## src/rtl/bfbp_pkg.sv

```systemverilog
// shared types, constants and codes of the best-fit buffer pool
package bfbp_pkg;

    // fixed field widths
    localparam int LEN_W         = 41;
    localparam int HANDLE_PORT_W = 16;
    localparam int EVICT_W       = 5;
    localparam int ACTION_W      = 2;

    // parameter defaults
    localparam int POOL_DEPTH_DEF  = 16;
    localparam int HANDLE_BITS_DEF = 16;

    // byte limit after reset: 2 GiB
    localparam logic [LEN_W-1:0] LIMIT_RESET = 41'd2147483648;

    // request action codes
    typedef logic [ACTION_W-1:0] t_action;
    localparam t_action ACT_TAKE  = 2'd0;
    localparam t_action ACT_PUT   = 2'd1;
    localparam t_action ACT_CLEAR = 2'd2;

    // controller to datapath commands
    typedef struct packed {
        logic start;
        logic scan;
        logic shift_init;
        logic shift;
        logic take_commit;
        logic clear;
        logic ev_read;
        logic ev_commit;
        logic append;
        logic load_out;
    } t_cmd;

    // datapath to controller status
    typedef struct packed {
        t_action action;
        logic    walk_done;
        logic    hit;
        logic    put_ok;
        logic    ev_need;
        logic    out_free;
    } t_status;

endpackage

```

## src/rtl/bfbp_ctrl.sv

```systemverilog
// controller state machine of the best-fit buffer pool
module bfbp_ctrl (
    input  logic              i_clk,
    input  logic              i_rst_n,
    input  logic              i_cfg_valid,
    output logic              o_cfg_ready,
    input  logic              i_in_valid,
    output logic              o_in_ready,
    input  bfbp_pkg::t_status i_status,
    output bfbp_pkg::t_cmd    o_cmd
);

    typedef enum logic [6:0] {
        S_IDLE     = 7'b0000001,
        S_DISPATCH = 7'b0000010,
        S_SCAN     = 7'b0000100,
        S_SHIFT    = 7'b0001000,
        S_EV_CHECK = 7'b0010000,
        S_EV_SUB   = 7'b0100000,
        S_FINISH   = 7'b1000000
    } t_state;

    t_state r_state;
    t_state n_state;

    // state register
    always_ff @(posedge i_clk) begin
        if (!i_rst_n) begin
            r_state <= S_IDLE;
        end else begin
            r_state <= n_state;
        end
    end

    // next state and commands
    always_comb begin
        n_state     = r_state;
        o_cmd       = '0;
        o_in_ready  = 1'b0;
        o_cfg_ready = 1'b0;
        case (r_state)
            S_IDLE: begin
                // a pending limit write goes first, then a request
                o_cfg_ready = 1'b1;
                o_in_ready  = !i_cfg_valid;
                if (i_in_valid && !i_cfg_valid) begin
                    o_cmd.start = 1'b1;
                    n_state     = S_DISPATCH;
                end
            end
            S_DISPATCH: begin
                case (i_status.action)
                    bfbp_pkg::ACT_TAKE: begin
                        n_state = S_SCAN;
                    end
                    bfbp_pkg::ACT_PUT: begin
                        n_state = i_status.put_ok ? S_EV_CHECK : S_FINISH;
                    end
                    bfbp_pkg::ACT_CLEAR: begin
                        o_cmd.clear = 1'b1;
                        n_state     = S_FINISH;
                    end
                    default: begin
                        n_state = S_FINISH;
                    end
                endcase
            end
            S_SCAN: begin
                o_cmd.scan = 1'b1;
                if (i_status.walk_done) begin
                    if (i_status.hit) begin
                        o_cmd.shift_init = 1'b1;
                        n_state          = S_SHIFT;
                    end else begin
                        n_state = S_FINISH;
                    end
                end
            end
            S_SHIFT: begin
                o_cmd.shift = 1'b1;
                if (i_status.walk_done) begin
                    o_cmd.take_commit = 1'b1;
                    n_state           = S_FINISH;
                end
            end
            S_EV_CHECK: begin
                if (i_status.ev_need) begin
                    o_cmd.ev_read = 1'b1;
                    n_state       = S_EV_SUB;
                end else begin
                    o_cmd.append = 1'b1;
                    n_state      = S_FINISH;
                end
            end
            S_EV_SUB: begin
                o_cmd.ev_commit = 1'b1;
                n_state         = S_EV_CHECK;
            end
            S_FINISH: begin
                if (i_status.out_free) begin
                    o_cmd.load_out = 1'b1;
                    n_state        = S_IDLE;
                end
            end
            default: begin
                n_state = S_IDLE;
            end
        endcase
    end

endmodule

```

## src/rtl/bfbp_dp.sv

```systemverilog
// datapath of the best-fit buffer pool: entry memory, totals, scan and output register
module bfbp_dp #(
    parameter int POOL_DEPTH  = bfbp_pkg::POOL_DEPTH_DEF,
    parameter int HANDLE_BITS = bfbp_pkg::HANDLE_BITS_DEF
) (
    input  logic                              i_clk,
    input  logic                              i_rst_n,
    input  logic                              i_cfg_valid,
    input  logic [bfbp_pkg::LEN_W-1:0]        i_cfg_limit,
    input  bfbp_pkg::t_action                 i_action,
    input  logic [bfbp_pkg::LEN_W-1:0]        i_size,
    input  logic [HANDLE_BITS-1:0]            i_handle,
    input  bfbp_pkg::t_cmd                    i_cmd,
    output bfbp_pkg::t_status                 o_status,
    output logic                              o_out_valid,
    input  logic                              i_out_ready,
    output logic                              o_found,
    output logic [HANDLE_BITS-1:0]            o_out_handle,
    output logic [bfbp_pkg::LEN_W-1:0]        o_out_length,
    output logic                              o_accepted,
    output logic [bfbp_pkg::EVICT_W-1:0]      o_evicted_count,
    output logic [bfbp_pkg::LEN_W-1:0]        o_cached_total
);

    localparam int AW = $clog2(POOL_DEPTH);
    localparam int CW = $clog2(POOL_DEPTH + 1);
    localparam int SW = AW + 1;
    localparam int LW = bfbp_pkg::LEN_W;
    localparam int EW = LW + HANDLE_BITS;

    // age-ordered ring of entries: length above handle
    logic [EW-1:0] r_mem [POOL_DEPTH];
    logic [EW-1:0] r_rd_data;

    logic [AW-1:0] r_head;
    logic [CW-1:0] r_count;
    logic [LW-1:0] r_cached;
    logic [LW-1:0] r_limit;
    logic [LW-1:0] r_room;

    // captured request
    bfbp_pkg::t_action   r_action;
    logic [LW-1:0]       r_size;
    logic [HANDLE_BITS-1:0] r_handle;

    // walk over the ring and best-fit tracking
    logic [CW-1:0]       r_idx;
    logic [CW-1:0]       r_off_d;
    logic                r_vld;
    logic                r_hit;
    logic [CW-1:0]       r_best_off;
    logic [LW-1:0]       r_best_len;
    logic [HANDLE_BITS-1:0] r_best_handle;
    logic                r_acc;
    logic [bfbp_pkg::EVICT_W-1:0] r_evicted;

    // output register
    logic                r_out_valid;
    logic                r_found;
    logic [HANDLE_BITS-1:0] r_out_handle;
    logic [LW-1:0]       r_out_length;
    logic                r_accepted;
    logic [bfbp_pkg::EVICT_W-1:0] r_out_evicted;
    logic [LW-1:0]       r_out_cached;

    logic                rd_go;
    logic                mem_re;
    logic [AW-1:0]       rd_addr;
    logic                mem_we;
    logic [AW-1:0]       wr_addr;
    logic [EW-1:0]       wr_data;
    logic [LW-1:0]       rd_len;
    logic [HANDLE_BITS-1:0] rd_handle;
    logic [AW-1:0]       head_next;
    logic                better;

    // ring offset to memory address
    function automatic logic [AW-1:0] f_phys(input logic [AW-1:0] head,
                                             input logic [CW-1:0] off);
        logic [SW-1:0] sum;
        sum = SW'(head) + SW'(off);
        if (sum >= SW'(POOL_DEPTH)) begin
            sum = sum - SW'(POOL_DEPTH);
        end
        return sum[AW-1:0];
    endfunction

    assign rd_len    = r_rd_data[EW-1 -: LW];
    assign rd_handle = r_rd_data[HANDLE_BITS-1:0];
    assign head_next = (r_head == AW'(POOL_DEPTH - 1)) ? '0 : r_head + AW'(1);

    // one entry read per cycle while walking
    assign rd_go   = (i_cmd.scan || i_cmd.shift) && (r_idx < r_count);
    assign mem_re  = rd_go || i_cmd.ev_read;
    assign rd_addr = i_cmd.ev_read ? r_head : f_phys(r_head, r_idx);

    // candidate beats the best so far
    assign better = (rd_len >= r_size) && (!r_hit || (rd_len < r_best_len));

    // write port: shift down on take, append on put
    always_comb begin
        mem_we  = 1'b0;
        wr_addr = f_phys(r_head, r_count);
        wr_data = {r_size, r_handle};
        if (i_cmd.shift && r_vld) begin
            mem_we  = 1'b1;
            wr_addr = f_phys(r_head, r_off_d - CW'(1));
            wr_data = r_rd_data;
        end else if (i_cmd.append) begin
            mem_we = 1'b1;
        end
    end

    // memory write
    always_ff @(posedge i_clk) begin
        if (mem_we) begin
            r_mem[wr_addr] <= wr_data;
        end
    end

    // memory read, registered
    always_ff @(posedge i_clk) begin
        if (mem_re) begin
            r_rd_data <= r_mem[rd_addr];
        end
    end

    // control state: limit, ring pointers, total, output valid
    always_ff @(posedge i_clk) begin
        if (!i_rst_n) begin
            r_limit     <= bfbp_pkg::LIMIT_RESET;
            r_head      <= '0;
            r_count     <= '0;
            r_cached    <= '0;
            r_vld       <= 1'b0;
            r_out_valid <= 1'b0;
        end else begin
            if (i_cfg_valid) begin
                r_limit <= i_cfg_limit;
            end
            r_vld <= rd_go;
            if (i_cmd.take_commit) begin
                r_count  <= r_count - CW'(1);
                r_cached <= r_cached - r_best_len;
            end else if (i_cmd.ev_commit) begin
                r_count  <= r_count - CW'(1);
                r_cached <= r_cached - rd_len;
                r_head   <= head_next;
            end else if (i_cmd.append) begin
                r_count  <= r_count + CW'(1);
                r_cached <= r_cached + r_size;
            end else if (i_cmd.clear) begin
                r_count  <= '0;
                r_cached <= '0;
                r_head   <= '0;
            end
            if (i_cmd.load_out) begin
                r_out_valid <= 1'b1;
            end else if (i_out_ready) begin
                r_out_valid <= 1'b0;
            end
        end
    end

    // request capture, walk, best fit and result payload
    always_ff @(posedge i_clk) begin
        r_off_d <= r_idx;
        r_room  <= r_limit - r_size;
        if (i_cmd.start) begin
            r_action  <= i_action;
            r_size    <= i_size;
            r_handle  <= i_handle;
            r_idx     <= '0;
            r_hit     <= 1'b0;
            r_acc     <= 1'b0;
            r_evicted <= '0;
        end else begin
            if (i_cmd.shift_init) begin
                r_idx <= r_best_off + CW'(1);
            end else if (rd_go) begin
                r_idx <= r_idx + CW'(1);
            end
            if (i_cmd.scan && r_vld && better) begin
                r_hit         <= 1'b1;
                r_best_off    <= r_off_d;
                r_best_len    <= rd_len;
                r_best_handle <= rd_handle;
            end
            if (i_cmd.ev_commit && (r_evicted != '1)) begin
                r_evicted <= r_evicted + bfbp_pkg::EVICT_W'(1);
            end
            if (i_cmd.append) begin
                r_acc <= 1'b1;
            end
        end
        if (i_cmd.load_out) begin
            r_found       <= (r_action == bfbp_pkg::ACT_TAKE) && r_hit;
            r_out_handle  <= ((r_action == bfbp_pkg::ACT_TAKE) && r_hit) ? r_best_handle : '0;
            r_out_length  <= ((r_action == bfbp_pkg::ACT_TAKE) && r_hit) ? r_best_len : '0;
            r_accepted    <= r_acc;
            r_out_evicted <= r_evicted;
            r_out_cached  <= r_cached;
        end
    end

    // status to the controller
    always_comb begin
        o_status.action    = r_action;
        o_status.walk_done = (r_idx == r_count) && !r_vld;
        o_status.hit       = r_hit;
        o_status.put_ok    = (r_handle != '0) && (r_size <= r_limit);
        o_status.ev_need   = ((r_count != '0) && (r_cached > r_room))
                             || (r_count == CW'(POOL_DEPTH));
        o_status.out_free  = !r_out_valid || i_out_ready;
    end

    assign o_out_valid     = r_out_valid;
    assign o_found         = r_found;
    assign o_out_handle    = r_out_handle;
    assign o_out_length    = r_out_length;
    assign o_accepted      = r_accepted;
    assign o_evicted_count = r_out_evicted;
    assign o_cached_total  = r_out_cached;

endmodule

```

## src/rtl/best_fit_buffer_pool.sv

```systemverilog
// top level of the best-fit buffer pool with oldest-first eviction
// One request at a time. A take walks the cached entries through a memory with one
// read and one write port and registered read, one entry per cycle, then closes the
// gap by moving each younger entry down one slot per cycle; a miss skips the shift.
// A put passes an eviction check and a subtract state for each evicted entry, then
// appends; a dropped put, a clear or an unused action goes from dispatch to the
// result. The next request can be taken in the cycle after the result is loaded.
// The result sits in an output register, so the next request can be taken while it
// waits; a later result stalls until that register drains. byte_limit is written
// only while the pool is idle, ahead of any request offered in the same cycle, and
// is ready at once.
module best_fit_buffer_pool #(
    parameter int POOL_DEPTH  = bfbp_pkg::POOL_DEPTH_DEF,
    parameter int HANDLE_BITS = bfbp_pkg::HANDLE_BITS_DEF
) (
    input  logic                                 i_clk,
    input  logic                                 i_rst_n,
    input  logic                                 i_cfg_valid,
    output logic                                 o_cfg_ready,
    input  logic [bfbp_pkg::LEN_W-1:0]           i_cfg_byte_limit,
    input  logic                                 i_in_valid,
    output logic                                 o_in_ready,
    input  logic [bfbp_pkg::ACTION_W-1:0]        i_action,
    input  logic [bfbp_pkg::LEN_W-1:0]           i_byte_size,
    input  logic [bfbp_pkg::HANDLE_PORT_W-1:0]   i_buffer_handle,
    output logic                                 o_out_valid,
    input  logic                                 i_out_ready,
    output logic                                 o_found,
    output logic [bfbp_pkg::HANDLE_PORT_W-1:0]   o_out_handle,
    output logic [bfbp_pkg::LEN_W-1:0]           o_out_length,
    output logic                                 o_accepted,
    output logic [bfbp_pkg::EVICT_W-1:0]         o_evicted_count,
    output logic [bfbp_pkg::LEN_W-1:0]           o_cached_total
);

    bfbp_pkg::t_cmd    cmd;
    bfbp_pkg::t_status status;

    logic [HANDLE_BITS-1:0] in_handle;
    logic [HANDLE_BITS-1:0] dp_handle;
    logic                   cfg_we;

    // limit write strobe, only granted while idle
    assign cfg_we = i_cfg_valid && o_cfg_ready;

    // fit the handle port to the stored handle width
    for (genvar gi = 0; gi < HANDLE_BITS; gi++) begin : g_in_handle
        if (gi < bfbp_pkg::HANDLE_PORT_W) begin : g_bit
            assign in_handle[gi] = i_buffer_handle[gi];
        end else begin : g_zero
            assign in_handle[gi] = 1'b0;
        end
    end

    for (genvar go = 0; go < bfbp_pkg::HANDLE_PORT_W; go++) begin : g_out_handle
        if (go < HANDLE_BITS) begin : g_bit
            assign o_out_handle[go] = dp_handle[go];
        end else begin : g_zero
            assign o_out_handle[go] = 1'b0;
        end
    end

    // sequencing
    bfbp_ctrl u_ctrl (
        .i_clk       (i_clk),
        .i_rst_n     (i_rst_n),
        .i_cfg_valid (i_cfg_valid),
        .o_cfg_ready (o_cfg_ready),
        .i_in_valid  (i_in_valid),
        .o_in_ready  (o_in_ready),
        .i_status    (status),
        .o_cmd       (cmd)
    );

    // table, totals and result register
    bfbp_dp #(
        .POOL_DEPTH  (POOL_DEPTH),
        .HANDLE_BITS (HANDLE_BITS)
    ) u_dp (
        .i_clk           (i_clk),
        .i_rst_n         (i_rst_n),
        .i_cfg_valid     (cfg_we),
        .i_cfg_limit     (i_cfg_byte_limit),
        .i_action        (i_action),
        .i_size          (i_byte_size),
        .i_handle        (in_handle),
        .i_cmd           (cmd),
        .o_status        (status),
        .o_out_valid     (o_out_valid),
        .i_out_ready     (i_out_ready),
        .o_found         (o_found),
        .o_out_handle    (dp_handle),
        .o_out_length    (o_out_length),
        .o_accepted      (o_accepted),
        .o_evicted_count (o_evicted_count),
        .o_cached_total  (o_cached_total)
    );

    // one request in flight: ready drops right after a request is taken
    a_one_in_flight : assert property (@(posedge i_clk) disable iff (!i_rst_n)
        (i_in_valid && o_in_ready) |=> !o_in_ready)
        else $error("second request taken while one is in flight");

    // a result is never both a take hit and a stored put
    a_found_xor_acc : assert property (@(posedge i_clk) disable iff (!i_rst_n)
        o_out_valid |-> !(o_found && o_accepted))
        else $error("result flags both a hit and a stored put");

    // a miss carries no handle and no length
    a_miss_zero : assert property (@(posedge i_clk) disable iff (!i_rst_n)
        (o_out_valid && !o_found) |-> ((o_out_handle == '0) && (o_out_length == '0)))
        else $error("miss result carries handle or length");

    // nothing is evicted unless the put was stored
    a_evict_put : assert property (@(posedge i_clk) disable iff (!i_rst_n)
        (o_out_valid && (o_evicted_count != '0)) |-> o_accepted)
        else $error("eviction reported without a stored put");

endmodule

```

## config.mk

```make
export PLATFORM = sky130hd
export DESIGN_NAME = best_fit_buffer_pool
export DESIGN_NICKNAME = d
export VERILOG_FILES = /design/src/rtl/bfbp_pkg.sv /design/src/rtl/bfbp_ctrl.sv /design/src/rtl/bfbp_dp.sv /design/src/rtl/best_fit_buffer_pool.sv
export SDC_FILE = /design/constraint.sdc
export NUM_CORES = 2
export LEC_CHECK = 0
export ABC_AREA = 1
export BUFFER_PORTS_ARGS = -buffer_cell sky130_fd_sc_hd__buf_2
export CORE_MARGIN = 5
export CORE_UTILIZATION = 55
export CTS_CLUSTER_DIAMETER = 200
export CTS_CLUSTER_SIZE = 40
export DETAILED_ROUTE_END_ITERATION = 10
export PLACE_DENSITY = 0.78
export SLEW_MARGIN = 20
export SYNTH_ARGS = -nofsm -noshare
export SYNTH_HDL_FRONTEND = slang
export SYNTH_SLANG_ARGS = --single-unit
```

## constraint.sdc

```tcl
create_clock -name i_clk -period 5.83 [get_ports i_clk]
set_input_delay 0.8745 -clock i_clk [delete_from_list [all_inputs] [get_ports i_clk]]
set_output_delay 0.8745 -clock i_clk [all_outputs]
set_load 0.05 [all_outputs]
```

Yosys cells after proc, flatten, opt, wreduce, memory -nomap -nowiden
Memory sizes are Yosys's and may differ from the RTL's. A register that Yosys moved wholly into a read port is not among the register bits.
Index checks and enable logic that the tools add are counted.
- output and inout bits: 108
- memories: 1
- bits in writable memories: 912
- flip-flop bits (word level): 384
- bits of input ports: 105
- logic and storage cells: 155
- $add $sub $neg: 17
- bitwise operators: 2
- multiplexer cells: 53
- reductions and logical operators: 31
- order comparisons: 8
- equality and inequality tests: 18
- memory list (name ; words ; width ; read ports ; clocked after memory_dff ; write ports ; line ; source):
    u_dp.r_mem ; 16 ; 57 ; 1 ; 1 ; 1 ; bfbp_dp.sv:32 ; logic [EW-1:0] r_mem [POOL_DEPTH];
- operators with widths (kind ; number):
    $mux 41 ; 4
    $sub 41x41->41 ; 3
    $mux 57 ; 1
    $mux 7 ; 7
    $pmux 7 s7 ; 1
    $add 41x41->41 ; 1
    $ge 41x41->1 ; 1
    $gt 41x41->1 ; 1
    $le 41x41->1 ; 1
    $lt 41x41->1 ; 1
    $mux 4 ; 9
    $mux 5 ; 6
    $mux 1 ; 22
    $add 5x1->5 const B ; 4
    $reduce_bool 16->1 ; 1
    $add 4x5->5 ; 3
    $ge 5x5->1 const B ; 3
    $pmux 7 s2 ; 1
    $logic_and 1x1->1 ; 12
    $sub 4x1->4 const B ; 3
    $sub 5x1->5 const B ; 2
    $eq 7x1->1 const B ; 1
    $eq 7x2->1 const B ; 1
    $eq 7x3->1 const B ; 1
    25 further kinds ; 39

Logic depth before layout (Yosys ltp)
- depth in word-level cells: 9
- depth in mapped cells: 25

Cells and area by module
Synthesis repeated with hierarchy kept, for this count alone.
- cells, all modules: 6992
- area total of the unflattened synthesis: 67476.0 sq um
- by module, submodules not included (module ; area an instance (sq um) ; seq. area each (sq um) ; times used ; cells each):
    bfbp_dp ; 66899.2 ; 38907.3 ; 1 ; 6889
    bfbp_ctrl ; 569.3 ; 140.1 ; 1 ; 101
    best_fit_buffer_pool ; 7.5 ; 0.0 ; 1 ; 2

Worst setup path before layout
No wires, ideal clock.
- path kind: register -> register
- start point: reg u_ctrl.r_state[3]
- end point: reg u_dp.r_accepted (netlist: u_dp.o_accepted) (enable)
- buffers on the path: 0
- setup slack: -155 ps
- library setup time: 570 ps
- stages on the path, launching flop included: 8
- data arrival time: 5416 ps
- cells stage by stage: dfxtp_1 -> nor2_1 -> inv_1 -> nor2_1 -> inv_1 -> nor4_1 -> inv_1 -> nor2_1
- RTL lines (element ; line ; source):
    from (decl) ; bfbp_ctrl.sv:23 ; t_state r_state;
    from (signal assigned) ; bfbp_ctrl.sv:31 ; r_state <= n_state;
    to (signal assigned) ; bfbp_dp.sv:200 ; r_accepted <= r_acc;
    to (decl) ; bfbp_dp.sv:62 ; logic r_accepted;

Worst setup path in the final report
- start point: reg u_dp.r_cached[40]
- end point: reg u_dp.r_rd_data[3], read port of u_dp.r_mem, data pin
- longest elaborated chain between the ends: 6
- elaborated cells on any way between the ends: 7
- classes of those cells: 1 x order compare; 3 x mux; 3 x reduce/logical
- RTL lines (element ; line ; source):
    from (decl) ; bfbp_dp.sv:37 ; logic [LW-1:0] r_cached;
    from (signal assigned) ; bfbp_dp.sv:144 ; r_cached <= r_cached - r_best_len;
    from (signal assigned) ; bfbp_dp.sv:147 ; r_cached <= r_cached - rd_len;
    from (signal assigned) ; bfbp_dp.sv:151 ; r_cached <= r_cached + r_size;
    $gt 41x41->1 (*) ; bfbp_dp.sv:212 ; o_status.ev_need = ((r_count != '0) && (r_cached > r_room))
    $logic_and 1x1->1 (*) ; bfbp_dp.sv:212 ;
    $logic_or 1x1->1 (*) ; bfbp_dp.sv:213 ; || (r_count == CW'(POOL_DEPTH));
    $mux 1 (*) ; bfbp_ctrl.sv:87 ; if (i_status.ev_need) begin
    $mux 1 (*) ; bfbp_ctrl.sv:41 ; case (r_state)
    $mux 4 or $logic_or 1x1->1 (tied branches) ; bfbp_dp.sv:95, bfbp_dp.sv:94 ;
    to (decl) ; bfbp_dp.sv:33 ; logic [EW-1:0] r_rd_data;
Mark *: on every way between the ends. The rest lies on a longest branch, timed or not.
A chain may end at the register's enable or synchronous reset.

==> results.py <==
metrics = {
    "run_status": {
        "status": "complete, no violations",
    },
    "sta": {
        "fin_crit_sh_pct": 76.1,
        "finalSetupTns_ps": 0,
        "skew_ps": 76.0,
        "rsz0062_at_grt": "false",
        "min_period_ps": 4430,
        "hold_violations": 0,
        "whs_ps": 284,
        "max_slew.worst_pin.slew_ps": 1180,
        "relSlewSlack_pct": 21.1,
        "max_freq_mhz": 225,
        "drv_slew": 0,
        "finalSetupViolCount": 0,
        "postLayoutSetupSlackWorst_ps": 1400,
    },
    "layout": {
        "fin_nets": 8107,
        "area_growth_syn_to_layout_pct": 7.38,
        "fin_util_pct": 59.4,
        "drive_above_1_share_pct": 6.19,
        "fin_cells": 9360,
        "post-route-cell-area_sq_um": 74400,
    },
    "yosys": {
        "yosys_register_bits": 1353,
        "ys.warnings.count": 0,
        "syn_nets": 7964,
        "synth_area_leaders": "edfxtp_1, nand3_1, inv_1",
        "synth.avg_cell_area_sq_um": 9.19,
        "syn_inst": 7547,
        "synth-seq-area-share_pct": 56.3,
        "synth_edf_count": 1195,
        "async_flop_share_pct": 0,
        "post-synth-top-count-cell": "inv_1",
        "ys_types": 49,
        "ys.flop_type": "edfxtp_1",
        "synth_top_area_share_pct": 51.8,
        "synth_area_sq_um": 69300,
        "yosysTopAreaCell": "edfxtp_1",
        "synthTopCellsByCount": "inv_1, nand2_1, nand3_1",
    },
    "floorplan": {
        "start_util_pct": 55.3,
        "ios": 213,
        "die_x_um": 365,
        "num_rows": 130,
        "chipHeight_um": 365,
        "core_sq_um": 125000,
        "die-area_sq_um": 133000,
    },
    "clocking": {
        "cts-buffers-inserted": 39,
        "numClockSinks": 1353,
        "clock_latency_ps": 750,
        "cts_root_buf": "clkbuf_16",
        "ctsResizeCount": 0,
        "tritoncts": "built",
        "postCtsSetupRepairBufs": 0,
        "ctsHoldBuffers": 0,
        "cts_buffer_depth": 3,
        "path_clk_slew_ps": 190,
        "ctsHtreeMaxLevel": 2,
    },
    "placed_design": {
        "hpwl_um": 153000,
        "numPortBuffers": 212,
        "globalplace.congestion": 1.01,
        "placed_area_sq_um": 73300,
        "dp.cells": 9299,
        "post-place-ws_ps": 1530,
    },
    "drt": {
        "route.detailed.drc": 0,
        "ant_nets": 0,
        "wl_um": 223000,
        "num_vias": 54500,
        "drt-pass1-iter-count": 6,
        "viasPerCell": 5.82,
        "wl_per_cell_um": 23.8,
        "drtIter0Drc": 6547,
    },
    "power_and_ir_drop": {
        "ir_worst_vdd_mv": 0.250,
        "power_mw": 20.2,
        "power_leakage_nw": 32.7,
        "powerDensity_nw_per_um2": 272,
    },
    "global_routing": {
        "antenna_found_initial": 6,
        "grt_max_degree": 155,
        "grt_overflow_total": 0,
        "grt_pass1_wl_um": 324000,
        "grt_pass1_vias": 52300,
        "grt_usage_pct": 32.7,
    },
    "critical_path": {
        "crit_path_max_incr_delay_ps": 780,
        "worstPathArrival_ps": 5010,
        "cp.required_ps": 6400,
        "cp_common_cell": "nand2_1",
        "crit_type": "reg -> reg",
        "crit_path_max_fanout": 15,
        "path_cells": "ha_1 -> nand2_1 -> nor2_1 -> and2_1 -> nand2_1 -> nor2_1 -> nand2_1 -> nand3_1 -> nand2_1 -> nand2_2 -> nand2_2 -> o21ai_4 -> buf_4 -> buf_4 -> nand3_1 -> nand3_1 -> nand3_1 -> nand2_1",
        "end_kind": "flop",
        "crit_slowest_cell": "o21ai_4",
        "start_kind": "flop",
    },
    "flow_run": {
        "cap_violations": 0,
    },
    "min_path": {
        "hold_path.class": "in -> reg",
    },
}
## power by group
group	internal, mW	total, mW	switching (mW)
combinational	1.52	4.88	3.36
sequential	11.0	11.2	0.233
clock	1.28	4.10	2.82
## sequential cells by signal, indices dropped and copies added (netlist names), 2 cells and up
signal                cells
u_dp.r_limit             41
u_dp.r_evicted            5
u_dp.r_mem              912
u_dp.r_action             2
u_dp.o_cached_total      41
u_dp.r_handle            16
u_dp.o_out_handle        16
u_dp.r_size              41
u_dp.r_best_off           5
u_dp.r_head               4
u_dp.r_count              5
u_dp.r_cached            41
u_dp.r_rd_data           57
u_dp.r_best_len          41
u_dp.r_idx                5
u_dp.o_evicted_count      5
u_dp.r_best_handle       16
u_ctrl.r_state            7
u_dp.r_off_d              5
u_dp.o_out_length        41
u_dp.r_room              41
## worst paths after layout
check                                    endpoint              start  depth (start not counted)  slack [ps]
worst max-delay path            u_dp.r_rd_data[3]  u_dp.r_cached[40]                         18        1400
worst max register to register  u_dp.r_rd_data[3]  u_dp.r_cached[40]                         18        1400
worst min register to register    u_dp.r_off_d[4]      u_dp.r_idx[4]                          0         410
worst min-delay path              u_dp.r_size[17]    i_byte_size[17]                          1         280
## cell usage in the layout (no fill, tap or decap), types with 4 or more instances in the layout
cell type,n
buf_12,50
dfxtp_1,158
o21a_1,20
and3_1,9
nor2_1,469
buf_4,117
o211ai_1,13
a211oi_1,11
nand2_4,5
inv_2,4
o21ai_0,325
o221ai_1,4
a221oi_1,4
a41oi_1,16
nand3_1,1213
clkbuf_1,12
nand4_1,51
xor2_1,73
a31oi_1,46
a21oi_1,306
a21o_1,39
buf_2,212
a21boi_0,16
or2_2,8
and2_1,5
xnor2_1,49
o21ai_1,6
fa_1,7
nor2_4,19
o21bai_1,22
ha_1,305
inv_1,1448
nor3_1,40
diode_2,6
clkbuf_16,39
nand3b_1,4
edfxtp_1,1195
nor4_1,24
nand2_1,1327
## kinds of logic after synthesis
logic type               share of synthesized area [%]
XOR/XNOR                                          1.56
adder cells (fa/ha/maj)                           5.71
AO/OA/AOI/OAI                                     6.76
buffers and inverters                             9.70
flip-flops                                        56.3
AND/OR/NAND/NOR                                   19.9
## routing by layer
metal  track usage [%]  wire [um]
met5                 0          9
met4              16.7      12900
met3              4.31      21200
met2              54.6     105000
met1              42.2      83400
## worst max-delay path, delay by kind of cell (launching register included)
family / cells / cell delay (ps)
AOI/OAI and AO/OA: 1 / 780
buffers and inverters: 2 / 530
and+or+nand+nor: 14 / 2140
DFF: 1 / 440
adders and majority gates: 1 / 360
## final cells by class
| cell class | instances | area (sq um) |
|---|---|---|
| fill | 10700 | 51000 |
| sequential | 1353 | 39000 |
| multi-input combinational | 4460 | 23800 |
| inverter | 1457 | 5470 |
| timing repair buffer | 379 | 2940 |
| tap | 1650 | 2060 |
| clock buffer | 51 | 1020 |
| clock inverter | 4 | 63.8 |
| antenna | 6 | 15.0 |
No activity file was read; power rests on OpenSTA's default activity.
